$ cat src/hw/rtl/lzwd_pkg.sv
// Package: constants, codes and command type of the LZW decoder.
`timescale 1ns / 1ps
`default_nettype none
package lzwd_pkg;

    localparam int DICT_ENTRIES = 4096;
    localparam int STACK_DEPTH  = 32;
    localparam int DICT_AW      = $clog2(DICT_ENTRIES);
    localparam int STK_AW       = $clog2(STACK_DEPTH);
    localparam int SCNT_W       = $clog2(STACK_DEPTH + 1);
    localparam int FIFO_DEPTH   = 4;
    localparam int FIFO_AW      = $clog2(FIFO_DEPTH);

    localparam logic [11:0] CODE_CLEAR      = 12'h100;
    localparam logic [11:0] CODE_END        = 12'h101;
    localparam logic [12:0] CODE_FIRST_FREE = 13'h102;
    localparam logic [12:0] CODE_LIMIT      = 13'h1000;
    localparam logic [11:0] CODE_MAX_BYTE   = 12'h0ff;
    localparam logic [3:0]  WIDTH_MIN       = 4'd9;
    localparam logic [3:0]  WIDTH_MAX       = 4'd12;

    localparam logic [1:0] ST_OK    = 2'd0;
    localparam logic [1:0] ST_UNDEF = 2'd1;
    localparam logic [1:0] ST_TRUNC = 2'd2;

    typedef enum logic [1:0] {
        CMD_LIT,
        CMD_END,
        CMD_ERR,
        CMD_EXP
    } cmd_kind_t;

    typedef struct packed {
        cmd_kind_t   kind;
        logic [11:0] code;
        logic [11:0] prev;
        logic [11:0] wr_addr;
        logic        wr_en;
        logic        unseen;
    } cmd_t;

    typedef enum logic [2:0] {
        BK_IDLE,
        BK_WALK,
        BK_WAIT,
        BK_EMIT,
        BK_EXTRA
    } bk_state_t;

endpackage
`default_nettype wire

$ cat src/hw/rtl/lzwd_cmd_fifo.sv
// Small command queue between the code unpacker and the expander.
`timescale 1ns / 1ps
`default_nettype none
module lzwd_cmd_fifo
    import lzwd_pkg::*;
(
    input  wire logic clk,
    input  wire logic rst_n,
    input  wire logic push,
    input  cmd_t      push_cmd,
    input  wire logic pop,
    output cmd_t      head,
    output logic      empty,
    output logic      full
);
    cmd_t             mem [FIFO_DEPTH];
    logic [FIFO_AW:0] wp_reg, wp_next, rp_reg, rp_next;

    assign empty = (wp_reg == rp_reg);
    assign full  = (wp_reg[FIFO_AW-1:0] == rp_reg[FIFO_AW-1:0]) &&
                   (wp_reg[FIFO_AW] != rp_reg[FIFO_AW]);
    assign head  = mem[rp_reg[FIFO_AW-1:0]];

    always_comb
    begin
        wp_next = wp_reg + ((push && !full) ? 1'b1 : 1'b0);
        rp_next = rp_reg + ((pop && !empty) ? 1'b1 : 1'b0);
    end

    always_ff @(posedge clk)
    begin
        if (push && !full)
        begin
            mem[wp_reg[FIFO_AW-1:0]] <= push_cmd;
        end
    end

    always_ff @(posedge clk or negedge rst_n)
    begin
        if (!rst_n)
        begin
            wp_reg <= '0;
            rp_reg <= '0;
        end
        else
        begin
            wp_reg <= wp_next;
            rp_reg <= rp_next;
        end
    end
endmodule
`default_nettype wire

$ cat config.mk
export PLATFORM = sky130hd
export DESIGN_NAME = lzwd_cmd_fifo
export DESIGN_NICKNAME = d
export VERILOG_FILES = /design/src/hw/rtl/lzwd_pkg.sv /design/src/hw/rtl/lzwd_cmd_fifo.sv
export SDC_FILE = /design/constraint.sdc
export NUM_CORES = 1
export LEC_CHECK = 0
export BUFFER_PORTS_ARGS = -buffer_cell sky130_fd_sc_hd__buf_2
export CORE_ASPECT_RATIO = 1.5
export CORE_MARGIN = 1
export CORE_UTILIZATION = 25
export CTS_CLUSTER_DIAMETER = 200
export DETAILED_ROUTE_END_ITERATION = 7
export SYNTH_ARGS = -nofsm -noshare
export SYNTH_HDL_FRONTEND = slang
export SYNTH_SLANG_ARGS = --single-unit
$ cat constraint.sdc
create_clock -name clk -period 5.31 [get_ports clk]
set_input_delay 0.531 -clock clk [delete_from_list [all_inputs] [get_ports clk]]
set_output_delay 0.531 -clock clk [all_outputs]
set_load 0.05 [all_outputs]
==> out/summary.log, run 1 <==
qor: setup_path.reg2reg_from rp_reg[0]
qor: final_layout.n_fill_cell 2,383
qor: global_route.vias_in_the_first_global_route 3,125
qor: global_route.grt.total_usage 0.101
qor: clock_tree.clock_tree.buffer_depth 2
qor: setup_path.cp_slowest_stage_delay 1060 ps
qor: timing.period_minus_slack 3270 ps
qor: setup_path.critical_path.n_buffers_inverters 1
qor: setup_path.setup.reg_to_reg.worst_slack 2040 ps
qor: place.dp_hpwl 7570 um
qor: timing.timing_worst_slew_pin_value 1170 ps
qor: global_route.grt_max_degree 44
qor: clock_tree.path_clk_slew 60 ps
qor: timing.slew_headroom 0.222
qor: yosys.synth_enable_flop_cells 160
qor: detailed_routing.wl_per_cell 17.4 um
qor: yosys.synth.top_cells.by_area sky130_fd_sc_hd__edfxtp_1 78%, sky130_fd_sc_hd__mux4_2 14%, sky130_fd_sc_hd__dfrtp_1 2.4%
qor: detailed_routing.antenna_violation_net_count_after_detailed_routing 0
qor: floorplanning.start_util 0.253
qor: floorplanning.fp.dieArea 25,300 um^2
qor: setup_path.crit_path_cell_trace xnor2_1, a31oi_4, buf_4
qor: detailed_routing.first_pass_iters 4
qor: yosys.ys_seq_area_frac 0.803
qor: yosys.post_synth_most_frequent_cells 160 x sky130_fd_sc_hd__edfxtp_1, 39 x sky130_fd_sc_hd__mux4_2, 6 x sky130_fd_sc_hd__dfrtp_1, 5 x sky130_fd_sc_hd__buf_2, 5 x sky130_fd_sc_hd__xor2_1
qor: clock_tree.root_buffer sky130_fd_sc_hd__clkbuf_16
qor: yosys.synthesis.nets 288
qor: setup_path.path_max_fanout 43
qor: global_route.grt_first_pass_wirelength 18,100 um
qor: global_route.antenna_found_initial 3
qor: setup_path.data_required_time_at_the_worst_endpoint 5420 ps
qor: detailed_routing.drt-vias-per-instance 4.05
qor: setup_path.worstSetupStartpointType register
qor: clock_tree.post-cts-setup-buffers 0
qor: timing.final-max-slew-violation-count 0
qor: setup_path.crit_type register to register
qor: setup_path.crit_slowest_cell sky130_fd_sc_hd__a31oi_4
qor: setup_path.worst_path_dominant_cell_family compound AO/OA/AOI/OAI gates
qor: clock_tree.clock_sink_count 166
qor: timing.skew 8.29 ps
qor: setup_path.cp.depth 3
qor: place.finalWeightedCongestion 0.697
qor: timing.maxClockFrequency 0.306 GHz
qor: place.io_buffer_count 85
qor: floorplanning.dieHeight 194 um
qor: setup_path.reg2reg_depth 3
qor: yosys.library_cell_with_the_highest_instance_count_after_synthesis sky130_fd_sc_hd__edfxtp_1
qor: setup_path.worstSetupEndpointType register
qor: timing.setup_repair_after_global_routing_missed_its_margin false
qor: setup_path.worst-endpoint-arrival 3390 ps
qor: yosys.synthFlopType sky130_fd_sc_hd__edfxtp_1
qor: run.maxCapViolations 0
qor: timing.finalSetupViolations 0
qor: final_layout.final_nets 388
qor: yosys.syn_area_per_cell 25.7 um^2
qor: timing.tns 0 ps
qor: yosys.ys_ff_latch 166
qor: clock_tree.cts_made_buffers 17
qor: yosys.synth_top_area_cell sky130_fd_sc_hd__edfxtp_1
qor: floorplanning.fp.dieW 130 um
qor: setup_path.critPathCapture mem[1][13]
qor: detailed_routing.totalWireLength 11,800 um
qor: clock_tree.ctsHtreeMaxLevel 4
qor: yosys.synthesis.yosys.warnings 0
qor: status.status finished clean
qor: timing.period_share 0.616
qor: clock_tree.worstSkewPairLatency 420 ps
qor: timing.final-hold-violation-count 0
qor: setup_path.crit_start rp_reg[0]
qor: floorplanning.boundaryPins 86
qor: detailed_routing.detail_route.drc_violations 0
qor: detailed_routing.vias 2,750
qor: detailed_routing.drt_first_iter_violations 132
qor: setup_path.critical_path.reg2reg.endpoint mem[1][13]
qor: final_layout.area_growth 23.3%
qor: floorplanning.std_cell_rows 70
qor: worst_hold_path.hold_class input port to register
qor: yosys.synth-async-reset-ratio 0.0361
qor: yosys.synth.lib_cells_used.distinct 20
qor: floorplanning.core_footprint 24,300 um^2
qor: yosys.yosys.area.top_type_share 0.779
qor: yosys.syn-cell-area 6170 um^2
qor: clock_tree.cts_tree yes
qor: yosys.synthesis.instances 240
qor: final_layout.largest_reg_flops 160
qor: global_route.gr-total-overflow 0
qor: final_layout.drive_above_1_share 0.467
==> worst min-delay path by stage <==
stage            endpoint          from  cells past startpoint
5_1_grt        mem[1][32]  push_cmd[32]                      1
4_1_cts        mem[1][32]  push_cmd[32]                      1
6_report       mem[3][32]  push_cmd[32]                      1
3_5_place_dp    wp_reg[2]         rst_n                      1
2_1_floorplan   rp_reg[0]         rst_n                      0
3_3_place_gp    rp_reg[2]         rst_n                      1
==> layer usage <==
metal | global-route usage | share of wire | vias up
met3 | 0.0394 | 0.057 | 20
met1 | 0.108 | 0.39 | 1426
met5 | 0 | 0.0012 | -
met2 | 0.170 | 0.53 | 62
li1 | - | - | 1240
met4 | 0.0500 | 0.026 | 2
==> cells in the final DEF, fill, tap and decap left out <==
| cell | n |
|---|---|
| sky130_fd_sc_hd__edfxtp_1 | 160 |
| sky130_fd_sc_hd__buf_2 | 85 |
| sky130_fd_sc_hd__mux4_2 | 39 |
| sky130_fd_sc_hd__clkbuf_16 | 17 |
| sky130_fd_sc_hd__xor2_1 | 5 |
| sky130_fd_sc_hd__ha_1 | 4 |
| sky130_fd_sc_hd__buf_4 | 4 |
| sky130_fd_sc_hd__dfrtp_1 | 4 |
| sky130_fd_sc_hd__a31oi_4 | 3 |
| sky130_fd_sc_hd__clkinv_2 | 3 |
| sky130_fd_sc_hd__clkinvlp_4 | 3 |
| sky130_fd_sc_hd__bufinv_16 | 3 |
| sky130_fd_sc_hd__clkinv_4 | 3 |
| sky130_fd_sc_hd__diode_2 | 2 |
| sky130_fd_sc_hd__xnor2_1 | 2 |
| sky130_fd_sc_hd__clkbuf_1 | 2 |
| sky130_fd_sc_hd__and3_1 | 1 |
| sky130_fd_sc_hd__inv_1 | 1 |
| sky130_fd_sc_hd__a31oi_1 | 1 |
| sky130_fd_sc_hd__nor3_1 | 1 |
| sky130_fd_sc_hd__nand2_1 | 1 |
| sky130_fd_sc_hd__a311oi_4 | 1 |
| sky130_fd_sc_hd__nand3b_1 | 1 |
| sky130_fd_sc_hd__or3b_2 | 1 |
| sky130_fd_sc_hd__o31a_1 | 1 |
| sky130_fd_sc_hd__nand3_1 | 1 |
| sky130_fd_sc_hd__mux4_1 | 1 |
| sky130_fd_sc_hd__clkinv_1 | 1 |
| sky130_fd_sc_hd__dlygate4sd3_1 | 1 |
| sky130_fd_sc_hd__buf_12 | 1 |
| sky130_fd_sc_hd__dfrtp_4 | 1 |
| sky130_fd_sc_hd__dfrtp_2 | 1 |
==> what timing repair did <==
item | in CTS | in global routing
hold endpoints to repair | 6 | 0
hold buffers | 1 | 0
resized for setup | 0 | 0
==> stage by stage <==
step / utilization / cell area, um^2 / setup WS [ps] / hold WS (ps) / instances
2_1_floorplan: - / 6170 / 764 / 235 / 240
3_3_place_gp: 0.288 / 7000 / 1960 / 360 / 644
3_5_place_dp: 0.288 / 7000 / 1870 / 367 / 644
4_1_cts: 0.312 / 7600 / 1870 / 302 / 677
5_1_grt: 0.312 / 7600 / 1740 / 303 / 678
6_report: 0.312 / 7610 / 2040 / 323 / 679
==> cells by family (layout without fill, tap and decap cells) <==
logic type | Yosys count | count (layout) | synth area share
DFF | 166 | 166 | 0.803
AOI/OAI and AO/OA | 6 | 6 | 0.00690
and+or+nand+nor | 6 | 6 | 0.00588
xor gates and xnor gates | 7 | 7 | 0.00994
other | 0 | 2 | 0
muxes | 40 | 40 | 0.147
buffers and inverters | 11 | 124 | 0.0195
adders and majority gates | 4 | 4 | 0.00811
==> layout make-up <==
| type | count | area (um^2) | area share |
|---|---|---|---|
| clock buffer | 19 | 433 | 0.0569 |
| inverter | 1 | 3.75 | 0.000493 |
| multi-input combinational | 63 | 1160 | 0.152 |
| timing repair buffer | 91 | 485 | 0.0638 |
| clock inverter | 13 | 158 | 0.0207 |
| sequential | 166 | 4960 | 0.652 |
| tap | 324 | 405 | 0.0533 |
| antenna | 2 | 5.00 | 0.000658 |
==> worst reg2reg max path: cells and delay by family (launching register included) <==
| family | cells | cell delay [ps] |
|---|---|---|
| compound gates | 1 | 1060 |
| flops | 1 | 1020 |
| xor+xnor | 1 | 500 |
| buf+inv | 1 | 390 |
Power of run 1 is left out: the tool's default activity adds up to more than one toggle a clock period on the data nets, which glitch-free logic cannot reach.
==> run 2, diff against run 1 <==
==> constraint.sdc (replaced) <==
create_clock -name clk -period 3.4 [get_ports clk]
set_input_delay 0.34 -clock clk [delete_from_list [all_inputs] [get_ports clk]]
set_output_delay 0.34 -clock clk [all_outputs]
set_load 0.05 [all_outputs]
==> run 2 against run 1 <==
Die area unchanged. Register-to-register slack worse by 1300 ps. Clock skew decreased by 1.6 ps. Core utilization is 0.067 points lower. Non-clock buffer count is 3 higher. Sequential share of layout area increased by 0.14 points. Cell count grew 0.15%. Worst hold slack got worse by 200 ps. Via count is 1.5% higher. Clock-buffer cell count decreased by 2.
==> out/summary.log, run 2 (synthesized netlist as in run 1, its figures left out) <==
qor: status.status finished clean
qor: clock_tree.cts_tree yes
qor: floorplanning.fp.dieArea 25,300 um^2
qor: timing.slew_headroom 0.334
qor: setup_path.path_max_fanout 20
qor: timing.skew 6.68 ps
qor: timing.timing_worst_slew_pin_value 991 ps
qor: setup_path.worst-endpoint-arrival 2540 ps
qor: floorplanning.boundaryPins 86
qor: timing.period_share 0.847
qor: floorplanning.dieHeight 194 um
qor: clock_tree.clock_tree.buffer_depth 2
qor: setup_path.data_required_time_at_the_worst_endpoint 3060 ps
qor: place.dp_hpwl 8210 um
qor: setup_path.reg2reg_from rp_reg[0]
qor: timing.final-hold-violation-count 0
qor: final_layout.final-instance-count-excl-fill 680
qor: setup_path.crit_type register to output port
qor: detailed_routing.drt_first_iter_violations 226
qor: setup_path.critical_path.reg2reg.endpoint mem[3][26]
qor: clock_tree.cts_made_buffers 17
qor: setup_path.crit_path_cell_trace xnor2_1, and3_1, buf_2
qor: place.io_buffer_count 85
qor: worst_hold_path.hold_start push_cmd[28]
qor: final_layout.antenna_cells 0
qor: detailed_routing.antenna_violation_net_count_after_detailed_routing 0
qor: worst_hold_path.timing.hold.worst_endpoint mem[2][28]
qor: final_layout.largest_reg_flops 160
qor: worst_hold_path.timing.hold.worst_path_depth 1
qor: timing.final-max-slew-violation-count 0
qor: place.pre_cts_ws 652 ps
qor: timing.setup_repair_after_global_routing_missed_its_margin false
qor: timing.setup_ws_post_layout 519 ps
qor: final_layout.n_fill_cell 2,391
qor: detailed_routing.drt-vias-per-instance 4.10
qor: clock_tree.worstSkewPairLatency 420 ps
qor: timing.maxClockFrequency 0.347 GHz
qor: clock_tree.cts_resized 0
qor: final_layout.final_nets 391
qor: final_layout.drive_above_1_share 0.480
qor: detailed_routing.first_pass_iters 5
qor: floorplanning.fp.dieW 130 um
qor: timing.finalSetupViolations 0
qor: detailed_routing.vias 2,791
qor: final_layout.layout.cells.most_common sky130_fd_sc_hd__edfxtp_1
qor: final_layout.final_core_util 0.312
qor: global_route.gr-total-overflow 0
qor: place.finalWeightedCongestion 0.609
qor: setup_path.reg2reg_depth 3
qor: global_route.grt.total_usage 0.104
qor: floorplanning.start_util 0.253
qor: timing.tns 0 ps
qor: worst_hold_path.hold_class input port to register
qor: clock_tree.path_clk_slew 70 ps
qor: setup_path.crit_slowest_cell sky130_fd_sc_hd__xnor2_1
qor: final_layout.area_growth 23.0%
qor: place.place_inst 647
qor: setup_path.setup.reg_to_reg.worst_slack 690 ps
qor: global_route.antenna_found_initial 1
qor: floorplanning.core_footprint 24,300 um^2
qor: detailed_routing.wl_per_cell 17.9 um
qor: setup_path.worstSetupStartpointType register
qor: setup_path.worst_path_dominant_cell_family XOR/XNOR gates
qor: clock_tree.root_buffer sky130_fd_sc_hd__clkbuf_16
qor: clock_tree.ctsHtreeMaxLevel 4
qor: detailed_routing.detail_route.drc_violations 0
qor: global_route.grt_first_pass_wirelength 18,500 um
qor: floorplanning.std_cell_rows 70
qor: run.maxCapViolations 0
qor: setup_path.cp_slowest_stage_delay 860 ps
qor: final_layout.final_cell_mix 160 x sky130_fd_sc_hd__edfxtp_1, 85 x sky130_fd_sc_hd__buf_2, 39 x sky130_fd_sc_hd__mux4_2
qor: detailed_routing.totalWireLength 12,200 um
qor: global_route.grt_max_degree 43
qor: setup_path.critical_path.n_buffers_inverters 1
qor: clock_tree.clock_sink_count 166
qor: timing.period_minus_slack 2880 ps
qor: global_route.vias_in_the_first_global_route 3,042
qor: setup_path.worstSetupEndpointType output port
## run 2: stage by stage
| step | cell area [um^2] | hold WS (ps) |
|---|---|---|
| 2_1_floorplan | 6180 | 44.4 |
| 4_1_cts | 7590 | 111 |
| 3_3_place_gp | 7010 | 175 |
| 6_report | 7590 | 126 |
| 5_1_grt | 7590 | 118 |
| 3_5_place_dp | 7010 | 181 |
## run 2: worst register-to-register path: stages, from the launching register on
cell                      delay (ps)
sky130_fd_sc_hd__dfrtp_4         670
sky130_fd_sc_hd__xnor2_1         390
sky130_fd_sc_hd__a31oi_4         870
sky130_fd_sc_hd__buf_4           450
## run 2: area by class of cell
cell class | instances | area (um^2) | share of cell area
sequential | 166 | 4960 | 0.653
multi-input combinational | 63 | 1160 | 0.152
timing repair buffer | 94 | 495 | 0.0653
clock buffer | 17 | 425 | 0.0560
tap | 324 | 405 | 0.0534
clock inverter | 15 | 144 | 0.0190
inverter | 1 | 3.75 | 0.000494
## run 2: timing repair
item,4_1_cts,5_1_grt
hold buffers,1,0
buffers inserted,0,0
endpoints found under the hold margin,6,0
## run 2: routing by layer
layer  GRT usage  vias to the layer above  share of wire
met4      0.0504                        2          0.024
met5           0                        -        0.00066
li1            -                     1240              -
met1       0.121                     1451           0.41
met3      0.0306                       21          0.049
met2       0.171                       77           0.52
## run 2: worst max-delay path by stage
stage	depth (start not counted)	start	slack (ps)	end
3_3_place_gp	3	rp_reg[0]	680	mem[3][22]
6_report	3	rp_reg[0]	520	full
4_1_cts	3	rp_reg[0]	480	full
2_1_floorplan	2	wp_reg[0]	-40	mem[0][0]
3_5_place_dp	3	rp_reg[0]	650	mem[0][22]
5_1_grt	3	rp_reg[0]	370	full
Power of run 2 is left out for the same reason.
