### src/hw/rtl/lzwd_pkg.sv
// Package: constants, codes and command type of the LZW decoder.
`timescale 1ns / 1ps
`default_nettype none
package lzwd_pkg;

    localparam int DICT_ENTRIES = 4096;
    localparam int STACK_DEPTH  = 32;
    localparam int DICT_AW      = $clog2(DICT_ENTRIES);
    localparam int STK_AW       = $clog2(STACK_DEPTH);
    localparam int SCNT_W       = $clog2(STACK_DEPTH + 1);
    localparam int FIFO_DEPTH   = 4;
    localparam int FIFO_AW      = $clog2(FIFO_DEPTH);

    localparam logic [11:0] CODE_CLEAR      = 12'h100;
    localparam logic [11:0] CODE_END        = 12'h101;
    localparam logic [12:0] CODE_FIRST_FREE = 13'h102;
    localparam logic [12:0] CODE_LIMIT      = 13'h1000;
    localparam logic [11:0] CODE_MAX_BYTE   = 12'h0ff;
    localparam logic [3:0]  WIDTH_MIN       = 4'd9;
    localparam logic [3:0]  WIDTH_MAX       = 4'd12;

    localparam logic [1:0] ST_OK    = 2'd0;
    localparam logic [1:0] ST_UNDEF = 2'd1;
    localparam logic [1:0] ST_TRUNC = 2'd2;

    typedef enum logic [1:0] {
        CMD_LIT,
        CMD_END,
        CMD_ERR,
        CMD_EXP
    } cmd_kind_t;

    typedef struct packed {
        cmd_kind_t   kind;
        logic [11:0] code;
        logic [11:0] prev;
        logic [11:0] wr_addr;
        logic        wr_en;
        logic        unseen;
    } cmd_t;

    typedef enum logic [2:0] {
        BK_IDLE,
        BK_WALK,
        BK_WAIT,
        BK_EMIT,
        BK_EXTRA
    } bk_state_t;

endpackage
`default_nettype wire

### src/hw/rtl/lzwd_ifs.sv
// Handshake interfaces for compressed input and decompressed output items.
`timescale 1ns / 1ps
`default_nettype none
interface lzwd_in_if;
    logic       valid;
    logic       ready;
    logic [7:0] in_byte;
    logic       start_of_stream;
    modport source (output valid, in_byte, start_of_stream, input ready);
    modport sink (input valid, in_byte, start_of_stream, output ready);
endinterface

`default_nettype wire

### src/hw/rtl/lzwd_front.sv
// Front end: bit unpacking, codeword classification, width and code tracking.
`timescale 1ns / 1ps
`default_nettype none
module lzwd_front
    import lzwd_pkg::*;
(
    input  wire logic clk,
    input  wire logic rst_n,
    lzwd_in_if.sink   comp,
    input  wire logic q_full,
    output logic      q_push,
    output cmd_t      q_cmd
);
    logic [23:0] bb_reg, bb_next;
    logic [4:0]  bh_reg, bh_next;
    logic [3:0]  w_reg, w_next;
    logic [12:0] nfc_reg, nfc_next;
    logic [11:0] prev_reg, prev_next;
    logic        lit_reg, lit_next;
    logic        done_reg, done_next;

    logic [23:0] bb_s, bb_app, mask;
    logic [4:0]  bh_s, bh_app;
    logic [3:0]  w_s;
    logic [12:0] nfc_s, nfc_inc;
    logic [11:0] prev_s, code;
    logic        lit_s, done_s, take;

    assign comp.ready = !q_full;
    assign take       = comp.valid && !q_full;

    always_comb
    begin
        bb_s   = comp.start_of_stream ? 24'd0 : bb_reg;
        bh_s   = comp.start_of_stream ? 5'd0 : bh_reg;
        w_s    = comp.start_of_stream ? WIDTH_MIN : w_reg;
        nfc_s  = comp.start_of_stream ? CODE_FIRST_FREE : nfc_reg;
        prev_s = comp.start_of_stream ? 12'd0 : prev_reg;
        lit_s  = comp.start_of_stream ? 1'b0 : lit_reg;
        done_s = comp.start_of_stream ? 1'b0 : done_reg;

        bb_app  = bb_s | (24'(comp.in_byte) << bh_s);
        bh_app  = bh_s + 5'd8;
        mask    = (24'd1 << w_s) - 24'd1;
        code    = 12'(bb_app & mask);
        nfc_inc = (nfc_s < CODE_LIMIT) ? nfc_s + 13'd1 : nfc_s;

        bb_next   = bb_reg;
        bh_next   = bh_reg;
        w_next    = w_reg;
        nfc_next  = nfc_reg;
        prev_next = prev_reg;
        lit_next  = lit_reg;
        done_next = done_reg;
        q_push    = 1'b0;
        q_cmd.kind    = CMD_EXP;
        q_cmd.code    = code;
        q_cmd.prev    = prev_s;
        q_cmd.wr_addr = nfc_s[DICT_AW-1:0];
        q_cmd.wr_en   = (nfc_s < 13'(DICT_ENTRIES));
        q_cmd.unseen  = ({1'b0, code} == nfc_s);

        if (take)
        begin
            bb_next   = bb_s;
            bh_next   = bh_s;
            w_next    = w_s;
            nfc_next  = nfc_s;
            prev_next = prev_s;
            lit_next  = lit_s;
            done_next = done_s;
            if (!done_s)
            begin
                bb_next = bb_app;
                bh_next = bh_app;
                if (bh_app >= 5'(w_s))
                begin
                    bb_next = bb_app >> w_s;
                    bh_next = bh_app - 5'(w_s);
                    if (lit_s)
                    begin
                        lit_next   = 1'b0;
                        prev_next  = {4'd0, code[7:0]};
                        q_push     = 1'b1;
                        q_cmd.kind = CMD_LIT;
                    end
                    else if (code == CODE_CLEAR)
                    begin
                        w_next   = WIDTH_MIN;
                        nfc_next = CODE_FIRST_FREE;
                        lit_next = 1'b1;
                    end
                    else if (code == CODE_END)
                    begin
                        done_next  = 1'b1;
                        q_push     = 1'b1;
                        q_cmd.kind = CMD_END;
                    end
                    else if ({1'b0, code} > nfc_s)
                    begin
                        done_next  = 1'b1;
                        q_push     = 1'b1;
                        q_cmd.kind = CMD_ERR;
                    end
                    else
                    begin
                        q_push    = 1'b1;
                        prev_next = code;
                        nfc_next  = nfc_inc;
                        if (w_s < WIDTH_MAX && nfc_inc >= (13'd1 << w_s))
                        begin
                            w_next = w_s + 4'd1;
                        end
                    end
                end
            end
        end
    end

    always_ff @(posedge clk or negedge rst_n)
    begin
        if (!rst_n)
        begin
            bb_reg   <= '0;
            bh_reg   <= '0;
            w_reg    <= WIDTH_MIN;
            nfc_reg  <= CODE_FIRST_FREE;
            prev_reg <= '0;
            lit_reg  <= 1'b0;
            done_reg <= 1'b0;
        end
        else
        begin
            bb_reg   <= bb_next;
            bh_reg   <= bh_next;
            w_reg    <= w_next;
            nfc_reg  <= nfc_next;
            prev_reg <= prev_next;
            lit_reg  <= lit_next;
            done_reg <= done_next;
        end
    end
endmodule
`default_nettype wire

### src/flat_wrapper.sv
// flat-port wrapper written by rule: the top's interface ports become plain ports
module lzwd_front_flat import lzwd_pkg::*;
  (clk, rst_n, q_full, q_push, q_cmd, comp_valid, comp_in_byte, comp_start_of_stream, comp_ready);
  lzwd_in_if comp_i ();
  input  wire logic clk;
  input  wire logic rst_n;
  input  wire logic q_full;
  output logic q_push;
  output cmd_t q_cmd;
  input wire logic [$bits(comp_i.valid)-1:0] comp_valid;
  input wire logic [$bits(comp_i.in_byte)-1:0] comp_in_byte;
  input wire logic [$bits(comp_i.start_of_stream)-1:0] comp_start_of_stream;
  output wire logic [$bits(comp_i.ready)-1:0] comp_ready;
  assign comp_i.valid = comp_valid;
  assign comp_i.in_byte = comp_in_byte;
  assign comp_i.start_of_stream = comp_start_of_stream;
  assign comp_ready = comp_i.ready;
  lzwd_front u_core (.clk(clk), .rst_n(rst_n), .comp(comp_i), .q_full(q_full), .q_push(q_push), .q_cmd(q_cmd));
endmodule
### config.mk
export PLATFORM = sky130hd
export DESIGN_NAME = lzwd_front_flat
export DESIGN_NICKNAME = d
export VERILOG_FILES = /design/src/hw/rtl/lzwd_pkg.sv /design/src/hw/rtl/lzwd_ifs.sv /design/src/hw/rtl/lzwd_front.sv /design/src/flat_wrapper.sv
export SDC_FILE = /design/constraint.sdc
export NUM_CORES = 1
export LEC_CHECK = 0
export ABC_AREA = 1
export BUFFER_PORTS_ARGS = -buffer_cell sky130_fd_sc_hd__buf_4
export CORE_MARGIN = 5
export CORE_UTILIZATION = 50
export CTS_BUF_LIST = sky130_fd_sc_hd__clkbuf_2
export DETAILED_ROUTE_END_ITERATION = 7
export PLACE_DENSITY = 0.76
export RECOVER_POWER = 25
export SYNTH_ARGS = -nofsm -noshare
export SYNTH_HDL_FRONTEND = slang
export SYNTH_SLANG_ARGS = --single-unit
### constraint.sdc
create_clock -name clk -period 3.4 [get_ports clk]
set_input_delay 0.34 -clock clk [delete_from_list [all_inputs] [get_ports clk]]
set_output_delay 0.34 -clock clk [all_outputs]
set_load 0.02 [all_outputs]
==> results of run 1 <==
[cell type report]
| class | count | area (um^2) | area share, % |
|---|---|---|---|
| multi-input cells | 919 | 4890 | 56.1 |
| clock inverters | 7 | 67.6 | 0.774 |
| inverters | 124 | 473 | 5.42 |
| diodes | 1 | 2.50 | 0.0287 |
| flip-flops and latches | 60 | 1510 | 17.3 |
| clock buffers | 9 | 45.0 | 0.516 |
| repair buffers | 197 | 1510 | 17.3 |
| well taps | 180 | 225 | 2.58 |
[cells by family (layout without fill, tap and decap cells)]
family | Yosys count | in the layout | share of synthesized area [%]
AND/OR/NAND/NOR | 671 | 671 | 43.9
XOR/XNOR | 16 | 16 | 2.00
AO/OA/AOI/OAI | 201 | 201 | 15.9
buffers and inverters | 181 | 337 | 11.1
adder cells (fa/ha/maj) | 31 | 31 | 5.53
flip-flops | 60 | 60 | 21.5
other | 0 | 1 | 0
[Yosys cell counts (3+ instances only)]
cell type	instances
nor4_1	5
a221oi_1	3
dfstp_2	4
buf_4	10
buf_1	7
o211ai_1	16
ha_1	31
nand3_1	167
nor3_1	8
nand4_1	37
nand2_2	9
buf_2	12
nand2_1	320
clkbuf_1	22
or2_2	7
nor2_4	6
o21ai_1	25
nor3_2	3
a31oi_1	8
o21ai_0	40
o22ai_1	3
nor2_2	7
buf_6	6
inv_1	99
inv_2	23
nand3_2	3
dfrtp_1	56
xor2_1	15
nor2_1	89
a21oi_1	96
nand2_4	3
[routing by layer]
| metal | track usage [%] | up-vias | part of all wire [%] |
|---|---|---|---|
| met5 | 0 | - | 0 |
| met4 | 16.6 | 0 | 4.2 |
| met3 | 5.98 | 84 | 8.7 |
| met2 | 47.5 | 479 | 44 |
| met1 | 40.2 | 3919 | 43 |
| li1 | - | 4198 | - |
[per-stage QoR]
step	utilization (%)	setup slack (ns)	instances	setup TNS, ns
6_report	63.1	-0.354	1497	-1.00
5_1_grt	63.1	-0.546	1497	-7.12
4_1_cts	62.1	-0.384	1488	-0.991
3_5_place_dp	60.0	-0.0951	1460	-0.826
3_3_place_gp	60.0	-0.0757	1460	-0.281
2_1_floorplan	-	-0.0979	1160	-0.0979
[worst max-delay path: cells and delay by family (launching register included)]
family                     cells  cell delay (ns)
adders and majority gates      1             0.28
buffers and inverters          5             0.51
AOI/OAI and AO/OA              3             0.44
xor gates and xnor gates       1             0.14
and+or+nand+nor                8             0.80
DFF                            1             0.64
[power by group through the flow]
stage	Sequential [mW]	Combinational [mW]	Clock, mW
global placement	1.26	6.31	0
finish	1.26	6.87	0.485
floorplan	1.21	4.29	0
global route	1.30	7.56	0.527
detailed placement	1.27	6.35	0
CTS	1.25	6.59	0.493
[worst max path at each step]
stage / end / start / cells past startpoint / slack (ns)
6_report: q_cmd[38] / u_core.w_reg[0] / 18 / -0.35
5_1_grt: q_cmd[38] / u_core.w_reg[0] / 20 / -0.55
4_1_cts: q_cmd[38] / u_core.w_reg[0] / 20 / -0.38
3_5_place_dp: u_core.nfc_reg[0] / comp_start_of_stream / 25 / -0.1
3_3_place_gp: q_cmd[38] / comp_start_of_stream / 21 / -0.08
2_1_floorplan: q_cmd[38] / comp_start_of_stream / 20 / -0.1
[what timing repair did]
action / in CTS / in global routing
pin swaps: 15 / 14
hold buffers: 1 / 0
endpoints found under the setup margin: 18 / 34
hold endpoints to repair: 56 / 0
setup buffers: 11 / 8
gates resized for setup: 24 / 23
==> flow_summary.toml, run 1 <==
[critical_path]
worstSetupPathType = "flop to primary output"
crit_chain = "inv_2 > o21ai_2 > nand3_2 > buf_4 > nand2_2 > nor2_2 > xor2_1 > nand2_1 > inv_2 > ha_1 > inv_1 > nor4_2 > nand2_1 > o21ai_1 > nand2_2 > o21ai_2 > nand2_1 > buf_6"
r2r_start = "u_core.w_reg[0]"
cpMaxStageDelayCell = "dfstp_2"
critPathLaunchType = "flop"
reg2reg_depth = 23
arrival_ns = 3.41
reg2reg_slack_ns = 0.01
crit_top_cell = "nand2_1"
path_max_fanout = 4
rr_endpoint = "u_core.nfc_reg[0]"
crit_path_max_incr_delay_ns = 0.64
critPathRequiredTime_ns = 3.06
worstSetupEndpointType = "primary output"

[synthesis]
yosysWarnings = 0
synth-edff-count = 0
synth_top_area_share_pct = 20.0
netlist_instances = 1160
synth_cell_types = 45
netlist_area_mm2 = 0.00701
yosysTopAreaCell = "dfrtp_1"
avgSynthCellArea_um2 = 6.05
synthesis.nets = 1204
synth_seq_cells = 60
ys_async_sr_fraction_pct = 100
synth-seq-area-share_pct = 21.5
synthFlopType = "dfrtp_1"
synthTopCellsByArea = "dfrtp_1, nand2_1, nand3_1, a21oi_1, ha_1"

[clock_tree]
path_clk_slew_ns = 0.21
cts_buffers = 9
clock_sinks = 60
clk_latency_ns = 0.59
htreeDepth = 3
cts-root-buf = "clkbuf_2"
clock_path_buffers = 2
cts_tree = "done"

[pwr]
pwr-share-comb_pct = 79.7
seq_power_share_pct = 14.7
peakVddDrop_v = 0.000767
power.share.clock_pct = 5.6
power_mw = 8.62
p_leak_nw = 4.58
p_sw_share_pct = 54.9
switchingPower_mw = 4.73
p_int_mw = 3.89
power.density_mw_per_mm2 = 988

[die]
core_mm2 = 0.0138
die_w_um = 128
io_pins = 55
start_util_pct = 50.7
dieArea_mm2 = 0.0165
die_y_um = 128
rows = 43

[global_routing]
antenna_found_initial = 1
grt_pass1_vias = 8118
grt_pass1_wl_mm = 40.6
grt_max_degree = 61
grt_use_total_pct = 30.6
overflow = 0

[status]
outcome = "finished with violations"
violations = "max-capacitance violations, max-slew violations, negative setup slack"

[timing]
max_clock_freq_mhz = 266
min_period_ns = 3.75
worst_slack_ns = -0.354
holdWs_ns = 0.264
finalHoldViolations = 0
finalClockSkew_ns = 0.0401
relSlewSlack_pct = -10.1
worst_slew_pin_slew_ns = 1.65
rsz0062_at_grt = "yes"
finalSetupViolations = 4
min_period_over_period_pct = 110
slew_viol_final = 61

[final_layout]
syn2layout_area_growth_pct = 24.4
num-nets-final = 1355
fillers = 1296
largest_register_ffs = 24
drive_gt1_share_pct = 24.7
final_common_cell = "nand2_1"
final_cell_area_mm2 = 0.00873
final_cell_mix = "nand2_1, buf_4, nand3_1"

[drt]
vias = 8680
drt_pass1_iterations = 8
ant_nets = 0
drt_iter0_markers = 931
wl_per_cell_um = 16.7
viasPerCell = 5.80
drcViolationCount = 0
wirelength_mm = 25.0

[hold_path]
min_to = "u_core.w_reg[3]"
hold_start = "comp_start_of_stream"
whs_path_depth = 4
hold_path_class = "input port to flop"

[run]
max_cap_viol_count = 1

[placed_design]
gp_congestion = 0.978
port_buffers = 54
dpl_cell_area_mm2 = 0.00829
dp_hpwl_mm = 18.6
No activity file was read; power rests on OpenSTA's default activity.
==> run 2, diff against run 1 <==
- MAX_ROUTING_LAYER: default -> met4
==> run 2 against run 1 <==
  * Via count increased by 3.3%
  * Critical path depth unchanged
  * Maximum frequency is 2.1% lower
  * Worst setup slack worse by 0.081 ns
  * Highest routed layer unchanged
  * Sequential power about the same
  * Combinational power is 14% higher
  * Design area up 5.3%
  * Clock skew is 0.0069 ns lower
  * The flow still finishes with violations (max-capacitance violations, max-slew violations, negative setup slack)
  * Critical endpoint unchanged
  * Sequential cell count did not move
==> flow_summary.toml, run 2 (same netlist as run 1, synthesis figures left out) <==
[placed_design]
port_buffers = 54
dp_hpwl_mm = 19.4
dp_cells = 1459
gp_congestion = 1.05

[drt]
drcViolationCount = 0
vias = 8963
drt_iter0_markers = 1110
wl_per_cell_um = 17.9
viasPerCell = 5.94
drt_pass1_iterations = 5
ant_nets = 0
wirelength_mm = 27.0

[die]
core_mm2 = 0.0138
start_util_pct = 50.7
die_w_um = 128
die_y_um = 128
io_pins = 55
dieArea_mm2 = 0.0165
rows = 43

[final_layout]
syn2layout_area_growth_pct = 30.9
drive_gt1_share_pct = 29.2
largest_register_ffs = 24
final_common_cell = "nand2_1"
num-nets-final = 1368
antennaDiodeCount = 0
final_cell_mix = "nand2_1, buf_4, nand3_1"
final_cells = 1509

[critical_path]
critPathRequiredTime_ns = 3.06
arrival_ns = 3.50
critPathLaunchType = "flop"
cpMaxStageDelayCell = "dfstp_2"
crit_chain = "inv_4 > nor2_4 > ha_4 > nand2_4 > nand2_4 > nor2_4 > xor2_1 > nand2_2 > inv_2 > ha_4 > inv_2 > nor4_2 > nand2_1 > o21ai_2 > nand2_2 > o21ai_2 > nand2_1 > buf_6"
worstSetupEndpointType = "primary output"
crit_path_max_incr_delay_ns = 0.67
worstSetupPathType = "flop to primary output"
reg2reg_slack_ns = -0.27
path_max_fanout = 4

[pwr]
p_int_mw = 4.41
peakVddDrop_v = 0.000842
power.density_mw_per_mm2 = 1050
p_leak_nw = 4.71
switchingPower_mw = 5.21
seq_power_share_pct = 13.1
pwr-share-comb_pct = 81.0
p_sw_share_pct = 54.1
power.share.clock_pct = 5.8

[timing]
finalSetupViolations = 34
worst_slack_ns = -0.436
worst_slew_pin_slew_ns = 1.67
slew_viol_final = 61
finalSetupTns_ns = -6.80
finalHoldViolations = 0
max_clock_freq_mhz = 261
relSlewSlack_pct = -11.6
holdWs_ns = 0.0799
min_period_ns = 3.84
rsz0062_at_grt = "yes"
min_period_over_period_pct = 113
finalClockSkew_ns = 0.0333

[clock_tree]
clk_latency_ns = 0.59
cts_tree = "done"
cts-root-buf = "clkbuf_2"
cts_buffers = 9
clock_sinks = 60
htreeDepth = 3
path_clk_slew_ns = 0.19
clock_path_buffers = 2

[status]
violations = "max-capacitance violations, max-slew violations, negative setup slack"
outcome = "finished with violations"

[global_routing]
overflow = 0
grt_pass1_vias = 8265
grt_use_total_pct = 32.4
grt_pass1_wl_mm = 41.5
antenna_found_initial = 0
grt_max_degree = 61

[hold_path]
hold_path_class = "input port to flop"

[run]
max_cap_viol_count = 1
run 2: worst max-delay path: cells and delay by family (launching register included):
family | cells | cell delay [ns]
and+or+nand+nor | 9 | 1.07
adders and majority gates | 2 | 0.41
AOI/OAI and AO/OA | 2 | 0.29
xor gates and xnor gates | 1 | 0.17
DFF | 1 | 0.67
buffers and inverters | 4 | 0.31
run 2: worst paths after layout:
path                                   startpoint           endpoint  cells past startpoint
worst max register to register    u_core.w_reg[0]    u_core.w_reg[2]                     26
max in group asynchronous                   rst_n    u_core.w_reg[1]                      2
worst max-delay path              u_core.w_reg[0]          q_cmd[38]                     18
min in group asynchronous                   rst_n   u_core.bh_reg[1]                      2
worst min-delay path                   comp_valid  u_core.nfc_reg[1]                      4
worst min register to register  u_core.nfc_reg[8]  u_core.nfc_reg[8]                      2
run 2: area by class of cell:
| class | count | area [um^2] |
|---|---|---|
| multi-input cells | 920 | 5190 |
| well taps | 180 | 225 |
| clock buffers | 11 | 55.1 |
| inverters | 124 | 475 |
| flip-flops and latches | 60 | 1510 |
| clock inverters | 5 | 76.3 |
| fillers | 1224 | 4640 |
| repair buffers | 209 | 1660 |
run 2: layer usage:
| metal | routed length (um) | share of wire, % | vias to the layer above | GRT usage (%) |
|---|---|---|---|---|
| met1 | 11100 | 41 | 4121 | 41.2 |
| met4 | 1360 | 5.0 | 0 | 14.5 |
| met2 | 12200 | 45 | 528 | 51.7 |
| li1 | - | - | 4207 | - |
| met3 | 2360 | 8.8 | 107 | 3.82 |
| met5 | 0 | 0 | - | - |
run 2: timing repair:
action                     4_1_cts  5_1_grt
gates cloned                     0        1
setup endpoints to repair       18       34
hold buffers                     1        0
setup buffers                   13       21
resized for setup               34       89
pin swaps                       18       55
hold endpoints to repair        56        0
run 2: power by group through the flow:
stage / Sequential (mW) / Clock, mW / Combinational (mW)
detailed placement: 1.26 / 0 / 6.48
finish: 1.26 / 0.563 / 7.80
global placement: 1.25 / 0 / 6.38
floorplan: 1.21 / 0 / 4.29
global route: 1.30 / 0.591 / 8.41
CTS: 1.25 / 0.571 / 6.76
run 2: stage by stage:
step / instance area (um^2) / util, % / total power, mW / setup slack, ns
after global routing: 9190 / 66.4 / 10.3 / -0.577
final: 9190 / 66.4 / 9.62 / -0.436
after global placement: 8300 / 60.0 / 7.63 / -0.122
after floorplan: 7030 / - / 5.50 / -0.0979
after CTS: 8660 / 62.6 / 8.58 / -0.338
after detailed placement: 8300 / 60.0 / 7.74 / -0.0942
